File: src/rtl/txas_pkg.sv
// Shared types and constants for the touch X/Y averaging and scaling block.
// No dependencies; imported by txas_div and touch_xy_average_and_scale.
package txas_pkg;

  localparam int SMP_W = 12;
  localparam int CNT_W = 8;
  localparam int SUM_W = SMP_W + CNT_W;
  localparam int DVD_W = (2 * SMP_W > SUM_W) ? 2 * SMP_W : SUM_W;
  localparam int DVS_W = (SMP_W > CNT_W) ? SMP_W : CNT_W;
  localparam int STEP_W = $clog2(DVD_W);
  localparam int CFG_IDX_W = 3;

  localparam logic [CNT_W-1:0] NUM_AVG_RST = CNT_W'(64);
  localparam logic [SMP_W-1:0] LIM_LO_RST = SMP_W'(200);
  localparam logic [SMP_W-1:0] LIM_HI_RST = SMP_W'(3900);
  localparam logic [SMP_W-1:0] RES_X_RST = SMP_W'(320);
  localparam logic [SMP_W-1:0] RES_Y_RST = SMP_W'(240);

  typedef enum logic [CFG_IDX_W-1:0] {
    CFG_NUM_AVG  = 3'd0,
    CFG_X_LIM_LO = 3'd1,
    CFG_X_LIM_HI = 3'd2,
    CFG_Y_LIM_LO = 3'd3,
    CFG_Y_LIM_HI = 3'd4,
    CFG_RES_X    = 3'd5,
    CFG_RES_Y    = 3'd6
  } cfg_idx_t;

  typedef struct packed {
    logic [SMP_W-1:0] x_raw;
    logic [SMP_W-1:0] y_raw;
  } txas_in_t;

  typedef struct packed {
    logic [SMP_W-1:0] x_pos;
    logic [SMP_W-1:0] y_pos;
  } txas_out_t;

  typedef struct packed {
    logic             start;
    logic [DVD_W-1:0] dividend;
    logic [DVS_W-1:0] divisor;
  } txas_div_req_t;

  typedef struct packed {
    logic             busy;
    logic             done;
    logic [DVD_W-1:0] quotient;
  } txas_div_rsp_t;

endpackage

File: src/rtl/txas_div.sv
// Shared restoring divider, one quotient bit per cycle.
// Depends on txas_pkg for widths and the request/response structs.
module txas_div
  import txas_pkg::*;
(
  input  logic          clk,
  input  logic          rst_n,
  input  txas_div_req_t req,
  output txas_div_rsp_t rsp
);

  logic [DVD_W-1:0]  quo_r;
  logic [DVS_W-1:0]  rem_r;
  logic [DVS_W-1:0]  dvs_r;
  logic [STEP_W-1:0] step_r;
  logic              busy_r;
  logic              done_r;
  logic [DVS_W:0]    shifted;
  logic [DVS_W:0]    trial;
  logic              fits;

  always_comb begin
    shifted = {rem_r, quo_r[DVD_W-1]};
    trial   = shifted - {1'b0, dvs_r};
    fits    = shifted >= {1'b0, dvs_r};
  end

  always_ff @(posedge clk) begin
    if (!rst_n) begin
      busy_r <= 1'b0;
      done_r <= 1'b0;
      step_r <= '0;
    end else begin
      done_r <= 1'b0;
      if (req.start && !busy_r) begin
        quo_r  <= req.dividend;
        rem_r  <= '0;
        dvs_r  <= req.divisor;
        step_r <= '0;
        busy_r <= 1'b1;
      end else if (busy_r) begin
        rem_r  <= fits ? trial[DVS_W-1:0] : shifted[DVS_W-1:0];
        quo_r  <= {quo_r[DVD_W-2:0], fits};
        step_r <= step_r + STEP_W'(1);
        if (step_r == STEP_W'(DVD_W - 1)) begin
          busy_r <= 1'b0;
          done_r <= 1'b1;
        end
      end
    end
  end

  assign rsp.busy     = busy_r;
  assign rsp.done     = done_r;
  assign rsp.quotient = quo_r;

endmodule

File: src/rtl/touch_xy_average_and_scale.sv
// Touch X/Y averaging and scaling, top level: accumulators, config, sequencer.
// Depends on txas_pkg and txas_div.
//
// Each input beat adds one raw X/Y pair to the registered running sums, and
// the block is ready again on the next cycle. When the pair count reaches
// num_avg (0 counts as 1), the beat starts a computation during which
// in_ready is low: a single shared 1-bit-per-cycle divider runs four
// times (X mean, Y mean, X scale, Y scale), with a 12x12 multiply state
// before each scale division and an output state that loads the result.
// The load waits while the previous result is still held, which lengthens
// the busy time by that wait. The result sits in an output register, so
// accumulation goes on while it waits to be taken. cfg_ready is always high;
// write registers only while the block is idle.
module touch_xy_average_and_scale
  import txas_pkg::*;
(
  input  logic                 clk,
  input  logic                 rst_n,
  input  logic                 in_valid,
  output logic                 in_ready,
  input  txas_in_t             in_data,
  output logic                 out_valid,
  input  logic                 out_ready,
  output txas_out_t            out_data,
  input  logic                 cfg_valid,
  output logic                 cfg_ready,
  input  logic [CFG_IDX_W-1:0] cfg_index,
  input  logic [SMP_W-1:0]     cfg_data
);

  typedef enum logic [3:0] {
    ST_IDLE,
    ST_MX,
    ST_MX_W,
    ST_MY,
    ST_MY_W,
    ST_MUL_X,
    ST_SX,
    ST_SX_W,
    ST_MUL_Y,
    ST_SY,
    ST_SY_W,
    ST_OUT
  } state_t;

  state_t           state_r, state_nxt;
  logic [CNT_W-1:0] num_avg_r;
  logic [SMP_W-1:0] x_lo_r, x_hi_r, y_lo_r, y_hi_r, res_x_r, res_y_r;
  logic [CNT_W-1:0] cnt_r, cnt_nxt;
  logic [SUM_W-1:0] x_sum_r, x_sum_nxt, y_sum_r, y_sum_nxt;
  logic [SMP_W-1:0] dx_r, dx_nxt, dy_r, dy_nxt;
  logic [SMP_W-1:0] xs_r, xs_nxt;
  logic [DVD_W-1:0] prod_r, prod_nxt;
  logic             out_valid_r, out_valid_nxt;
  txas_out_t        out_data_r, out_data_nxt;

  logic [CNT_W-1:0] n_eff;
  logic [CNT_W-1:0] cnt_inc;
  logic             fire;
  logic [SMP_W-1:0] lo_sel, hi_sel, clamp_v, ys;
  logic             x_empty, y_empty;
  txas_div_req_t    div_req;
  txas_div_rsp_t    div_rsp;

  txas_div u_div (
    .clk   (clk),
    .rst_n (rst_n),
    .req   (div_req),
    .rsp   (div_rsp)
  );

  assign in_ready  = (state_r == ST_IDLE);
  assign cfg_ready = 1'b1;
  assign out_valid = out_valid_r;
  assign out_data  = out_data_r;

  always_comb begin
    n_eff   = (num_avg_r == '0) ? CNT_W'(1) : num_avg_r;
    cnt_inc = cnt_r + CNT_W'(1);
    fire    = (cnt_inc == '0) || (cnt_inc >= n_eff);
    x_empty = x_hi_r <= x_lo_r;
    y_empty = y_hi_r <= y_lo_r;

    lo_sel = (state_r == ST_MY_W) ? y_lo_r : x_lo_r;
    hi_sel = (state_r == ST_MY_W) ? y_hi_r : x_hi_r;
    if (div_rsp.quotient > DVD_W'(hi_sel)) begin
      clamp_v = hi_sel;
    end else if (div_rsp.quotient < DVD_W'(lo_sel)) begin
      clamp_v = lo_sel;
    end else begin
      clamp_v = div_rsp.quotient[SMP_W-1:0];
    end
    ys = y_empty ? '0 : div_rsp.quotient[SMP_W-1:0];

    state_nxt     = state_r;
    cnt_nxt       = cnt_r;
    x_sum_nxt     = x_sum_r;
    y_sum_nxt     = y_sum_r;
    dx_nxt        = dx_r;
    dy_nxt        = dy_r;
    xs_nxt        = xs_r;
    prod_nxt      = prod_r;
    out_valid_nxt = out_valid_r;
    out_data_nxt  = out_data_r;
    div_req       = '0;

    if (out_valid_r && out_ready) begin
      out_valid_nxt = 1'b0;
    end

    case (state_r)
      ST_IDLE: begin
        if (in_valid) begin
          x_sum_nxt = x_sum_r + SUM_W'(in_data.x_raw);
          y_sum_nxt = y_sum_r + SUM_W'(in_data.y_raw);
          cnt_nxt   = cnt_inc;
          if (fire) begin
            state_nxt = ST_MX;
          end
        end
      end
      ST_MX: begin
        div_req.start    = 1'b1;
        div_req.dividend = DVD_W'(x_sum_r);
        div_req.divisor  = DVS_W'(n_eff);
        state_nxt        = ST_MX_W;
      end
      ST_MX_W: begin
        if (div_rsp.done) begin
          dx_nxt    = clamp_v - x_lo_r;
          state_nxt = ST_MY;
        end
      end
      ST_MY: begin
        div_req.start    = 1'b1;
        div_req.dividend = DVD_W'(y_sum_r);
        div_req.divisor  = DVS_W'(n_eff);
        state_nxt        = ST_MY_W;
      end
      ST_MY_W: begin
        if (div_rsp.done) begin
          dy_nxt    = clamp_v - y_lo_r;
          state_nxt = ST_MUL_X;
        end
      end
      ST_MUL_X: begin
        prod_nxt  = DVD_W'(dx_r) * DVD_W'(res_x_r);
        state_nxt = ST_SX;
      end
      ST_SX: begin
        div_req.start    = 1'b1;
        div_req.dividend = prod_r;
        div_req.divisor  = DVS_W'(x_hi_r - x_lo_r);
        state_nxt        = ST_SX_W;
      end
      ST_SX_W: begin
        if (div_rsp.done) begin
          xs_nxt    = x_empty ? '0 : div_rsp.quotient[SMP_W-1:0];
          state_nxt = ST_MUL_Y;
        end
      end
      ST_MUL_Y: begin
        prod_nxt  = DVD_W'(dy_r) * DVD_W'(res_y_r);
        state_nxt = ST_SY;
      end
      ST_SY: begin
        div_req.start    = 1'b1;
        div_req.dividend = prod_r;
        div_req.divisor  = DVS_W'(y_hi_r - y_lo_r);
        state_nxt        = ST_SY_W;
      end
      ST_SY_W: begin
        if (div_rsp.done) begin
          dy_nxt    = res_y_r - ys;
          state_nxt = ST_OUT;
        end
      end
      ST_OUT: begin
        if (!out_valid_r || out_ready) begin
          out_valid_nxt      = 1'b1;
          out_data_nxt.x_pos = xs_r;
          out_data_nxt.y_pos = dy_r;
          cnt_nxt            = '0;
          x_sum_nxt          = '0;
          y_sum_nxt          = '0;
          state_nxt          = ST_IDLE;
        end
      end
      default: begin
        state_nxt = ST_IDLE;
      end
    endcase
  end

  always_ff @(posedge clk) begin
    if (!rst_n) begin
      state_r     <= ST_IDLE;
      cnt_r       <= '0;
      x_sum_r     <= '0;
      y_sum_r     <= '0;
      out_valid_r <= 1'b0;
      num_avg_r   <= NUM_AVG_RST;
      x_lo_r      <= LIM_LO_RST;
      x_hi_r      <= LIM_HI_RST;
      y_lo_r      <= LIM_LO_RST;
      y_hi_r      <= LIM_HI_RST;
      res_x_r     <= RES_X_RST;
      res_y_r     <= RES_Y_RST;
    end else begin
      state_r     <= state_nxt;
      cnt_r       <= cnt_nxt;
      x_sum_r     <= x_sum_nxt;
      y_sum_r     <= y_sum_nxt;
      out_valid_r <= out_valid_nxt;
      if (cfg_valid) begin
        case (cfg_idx_t'(cfg_index))
          CFG_NUM_AVG:  num_avg_r <= cfg_data[CNT_W-1:0];
          CFG_X_LIM_LO: x_lo_r    <= cfg_data;
          CFG_X_LIM_HI: x_hi_r    <= cfg_data;
          CFG_Y_LIM_LO: y_lo_r    <= cfg_data;
          CFG_Y_LIM_HI: y_hi_r    <= cfg_data;
          CFG_RES_X:    res_x_r   <= cfg_data;
          CFG_RES_Y:    res_y_r   <= cfg_data;
          default: ;
        endcase
      end
    end
    dx_r       <= dx_nxt;
    dy_r       <= dy_nxt;
    xs_r       <= xs_nxt;
    prod_r     <= prod_nxt;
    out_data_r <= out_data_nxt;
  end

  // divider only runs while the sequencer is computing
  a_div_idle: assert property (@(posedge clk) disable iff (!rst_n)
    (state_r == ST_IDLE) |-> !div_rsp.busy)
    else $error("divider busy while sequencer idle");

  // accumulators are empty whenever no pair is counted
  a_sum_clear: assert property (@(posedge clk) disable iff (!rst_n)
    (state_r == ST_IDLE && cnt_r == '0) |-> (x_sum_r == '0 && y_sum_r == '0))
    else $error("sums not cleared with count");

  // a result is loaded only after the final scale division
  a_load_order: assert property (@(posedge clk) disable iff (!rst_n)
    $rose(out_valid_r) |-> $past(state_r == ST_OUT))
    else $error("result loaded outside output state");

  // the Y scale wait state only ends on a divider done pulse
  a_wait_done: assert property (@(posedge clk) disable iff (!rst_n)
    (state_r == ST_SY_W && state_nxt == ST_OUT) |-> div_rsp.done)
    else $error("scale result taken without divider done");

endmodule

File: config.mk
export PLATFORM = sky130hd
export DESIGN_NAME = touch_xy_average_and_scale
export DESIGN_NICKNAME = d
export VERILOG_FILES = /design/src/rtl/txas_pkg.sv /design/src/rtl/txas_div.sv /design/src/rtl/touch_xy_average_and_scale.sv
export SDC_FILE = /design/constraint.sdc
export NUM_CORES = 1
export LEC_CHECK = 0
export BUFFER_PORTS_ARGS = -buffer_cell sky130_fd_sc_hd__buf_2
export CAP_MARGIN = 25
export CORE_ASPECT_RATIO = 1.5
export CORE_MARGIN = 2
export CORE_UTILIZATION = 60
export CTS_CLUSTER_DIAMETER = 100
export DETAILED_ROUTE_END_ITERATION = 8
export PLACE_DENSITY = 0.77
export SYNTH_ARGS = -nofsm -noshare
export SYNTH_HDL_FRONTEND = slang
export SYNTH_SLANG_ARGS = --single-unit
export TNS_END_PERCENT = 10
File: constraint.sdc
create_clock -name clk -period 11.4 [get_ports clk]
set_input_delay 0.57 -clock clk [delete_from_list [all_inputs] [get_ports clk]]
set_output_delay 0.57 -clock clk [all_outputs]
set_load 0.02 [all_outputs]
==> summary.md <==
| Metric | Value |
|---|---|
| Max IR drop VDD | 129.0 uV |
| ANT cells | 0 |
| Syn Area/Cell | 8.864 um2 |
| Max Cap Viol | 0 |
| WL/cell | 20.91 um |
| CP Capture Point | dy_r[11]$_DFFE_PP_ |
| Clock sink count | 272 |
| Max incr delay on CP | 0.69 ns |
| Final setup skew | 0.04671 ns |
| Die area | 43540 um2 |
| Worst Hold Class | in -> reg |
| Highest-count cells in the layout ignoring fill and taps | 473 x nand2_1, 346 x inv_1, 250 x ha_1 |
| CP max-delay cell | dfxtp_1 |
| Worst Path Required | 11.74 ns |
| Fin. max-slew vios | 0 |
| Netlist cell types | 75 |
| Routed vias/inst | 5.998 |
| Worst Tran Pin Value | 1.084 ns |
| Met2 WL | 35250 um |
| Critical Path, Cell by Cell | nor4b_2 -> buf_4 -> nor2_1 -> a21oi_1 -> ha_1 -> a21o_1 -> a21o_1 -> a211oi_1 -> o21ai_0 -> nand2_1 -> o21ai_0 -> mux2i_1 -> ha_1 -> nor2b_1 -> o21a_1 -> o21a_1 -> o211ai_1 -> o21ai_0 -> o41ai_1 -> xnor2_1 -> xnor2_1 -> mux2i_1 |
| Die height | 254.6 um |
| Final Hold Fails | 0 |
| R2R cell count | 22 |
| CTS resizes | 0 |
| Status | completed |
| Std cell rows | 91 |
| PwrDens | 133.4 nW/um2 |
| Setup Buffers After CTS | 0 |
| Final period util | 56.34% |
| Setup TNS | 0 ns |
| Max Clk Rate | 0.1557 GHz |
| Routed wl met3 | 4645 um |
| Clock-pin slew on the worst setup and hold paths | 0.07 ns |
| Mapped cell area | 25110 um2 |
| Final wirelength | 71240 um |
| CTS Buf Count | 28 |
| Initial Utilization | 60.93% |
| Setup CP Type | reg -> reg |
| Longest Clk Path Bufs | 3 |
| Vias in the first global route | 20914 |
| Synthesis-to-finish area growth | 6.906% |
| Largest net degree at the start of global routing | 84 |
| Final ANT Viol Nets | 0 |
| Async set-or-reset flop fraction in the synthesized netlist | 0% |
| Worst R2R End | dy_r[11]$_DFFE_PP_ |
| Syn nets | 3335 |
| Lkg Pwr | 11.90 nW |
| Crit path max fanout | 37 |
| R2R setup slack | 4.98 ns |
| Antenna violations before repair | 0 |
| First-pass GRT wire length | 112600 um |
| IO Pins | 71 |
| Vias | 20434 |
| Worst skew pair latency | 0.60 ns |
| Core Util, Final | 65.13% |
| Metal-1 WL | 26440 um |
| DRT Pass-1 Iters | 7 |
| Crit start category | flip-flop |
| CTS tree | yes |
| Synth warn | 0 |
| CP startpoint | state_r[2]$_SDFFE_PN0P_ |
| Final worst path period need | 6.423 ns |
| Critical Path End Type | flip-flop |
| Grt ovf | 0 |
| Most used cell, CP | o21ai_0 |
| CTS H-tree lvls | 1 |
| Setup violators final | 0 |
| Worst path bufs/invs | 1 |
| GRT Overall Usage | 33.74% |
| IO Port Bufs | 69 |
| Yosys reg bits | 272 |
| FF-to-FF Start | state_r[2]$_SDFFE_PN0P_ |
| Levels on crit path | 22 |
| EDFF count, synth | 132 |
| RSZ-0062 raised after global routing | false |
| Nets | 3329 |
| Sequential area share after synthesis | 26.95% |
| Post-Syn Instances | 2833 |
| Hold path depth | 3 |
| Detail Placement HPWL | 55830 um |
| Max Used Layer | met4 |
| Largest delay contributor family on the critical path | compound AO/OA/AOI/OAI gates |
| Layout cells sized above 1 | 5.756% |
| Slew HR | 27.16% |
| Most common cell after layout, fill and taps aside | nand2_1 |
| DRC | 0 |
| DP Area | 25830 um2 |
| GP Congestion | 0.9532 |
| Die Wd | 171.0 um |
| Critical path arrival | 6.77 ns |
| Iteration-0 DRC Markers | 1740 |
| Final instance area | 26850 um2 |
| Hold Buf Count CTS | 0 |
| Most used DFF post-synth | dfxtp_1 |
| Final WS setup | 4.977 ns |
| Power, Total | 3.581 mW |
| Root Driver | clkbuf_16 |
| Area of the core | 41220 um2 |
| Pre-CTS setup slack | 5.179 ns |
Yosys cell counts, types with 11 or more instances:
master	number	share of area, %
nand2_1	473	7.1
inv_1	346	5.2
xnor2_1	87	3.0
nor2_1	119	1.8
dfxtp_1	140	11
xor2_1	35	1.2
nor3_1	34	0.68
or3_1	24	0.60
a21oi_1	115	2.3
nand3_1	77	1.5
and2_1	130	3.2
a21o_1	36	1.1
o211ai_1	20	0.60
o21ai_0	109	2.2
mux2i_1	23	0.92
fa_1	208	17
a222oi_1	20	0.80
a211oi_1	14	0.42
nand4_1	18	0.45
clkbuf_1	106	1.6
edfxtp_1	132	16
o21bai_1	11	0.33
ha_1	250	12
nor2b_1	41	1.0
o21a_1	14	0.42
a22oi_1	17	0.51
and3_1	11	0.27
a21boi_0	65	1.9
nand2b_1	29	0.72
flip-flops by register name, indices dropped and copies added, names as in the netlist, 4 cells and up:
register	cells
cnt_r	8
u_div.step_r	5
y_hi_r	12
u_div.dvs_r	12
x_sum_r	20
y_lo_r	12
res_x_r	12
num_avg_r	8
res_y_r	12
u_div.rem_r	12
x_lo_r	12
state_r	4
x_hi_r	12
dy_r	12
prod_r	24
u_div.quo_r	24
xs_r	12
out_data	24
y_sum_r	20
dx_r	12
per-layer routing:
layer  vias to the layer above  GRT usage (%)
met2                       806          58.78
met4                         0          19.35
met1                      9938          40.30
li1                       9459              -
met3                       231          3.802
met5                         -              0
worst min path at each step:
stage,slack [ns],from,endpoint
final,0.30,cfg_data[2],y_lo_r[2]$_SDFFE_PN0P_
after CTS,0.28,cfg_data[2],y_lo_r[2]$_SDFFE_PN0P_
after detailed placement,0.41,xs_r[8]$_SDFFCE_PP0P_,out_data[20]$_DFFE_PP_
after global placement,0.40,xs_r[10]$_SDFFCE_PP0P_,out_data[22]$_DFFE_PP_
after global routing,0.31,cfg_data[2],x_hi_r[2]$_SDFFE_PN1P_
after floorplan,0.40,xs_r[0]$_SDFFCE_PP0P_,out_data[12]$_DFFE_PP_
cells by family (layout without fill, tap and decap cells):
group | count (synthesis) | after routing | synth area share (%)
AND/OR/NAND/NOR | 989 | 989 | 18.40
multiplexers | 26 | 26 | 1.061
other | 1 | 1 | 0.01493
XOR/XNOR | 122 | 122 | 4.255
flip-flops | 272 | 272 | 26.95
AO/OA/AOI/OAI | 499 | 499 | 13.28
buffers and inverters | 466 | 482 | 7.005
adder cells (fa/ha/maj) | 458 | 458 | 29.04
where the power goes:
group          total, mW  internal [mW]  switching (mW)
Combinational       1.28          0.523           0.753
Sequential          1.32           1.17           0.149
Clock              0.988          0.565           0.423
final cells by class:
class,count,area [um2]
inverter,346,1299
multi-input combinational,2095,16620
clock inverter,16,192.7
timing repair buffer,84,478.0
clock buffer,36,793.3
fill,3487,14370
sequential,272,6766
tap,558,698.2
worst reg2reg max path, cell delays in order, from the launching register on:
cell,delay [ns]
dfxtp_1,0.69
nor4b_2,0.32
buf_4,0.45
nor2_1,0.11
a21oi_1,0.21
ha_1,0.28
a21o_1,0.18
a21o_1,0.17
a211oi_1,0.29
o21ai_0,0.14
nand2_1,0.55
o21ai_0,0.19
mux2i_1,0.56
ha_1,0.35
nor2b_1,0.14
o21a_1,0.18
o21a_1,0.20
o211ai_1,0.23
o21ai_0,0.17
o41ai_1,0.37
xnor2_1,0.19
xnor2_1,0.13
mux2i_1,0.08
metrics by stage:
step,hold slack [ns],std cells
6_report,0.3009,3407
5_1_grt,0.3115,3407
4_1_cts,0.2834,3406
3_5_place_dp,0.4054,3354
3_3_place_gp,0.4035,3353
2_1_floorplan,0.4003,2833
Note: power is estimated with default switching activity, not from simulation.
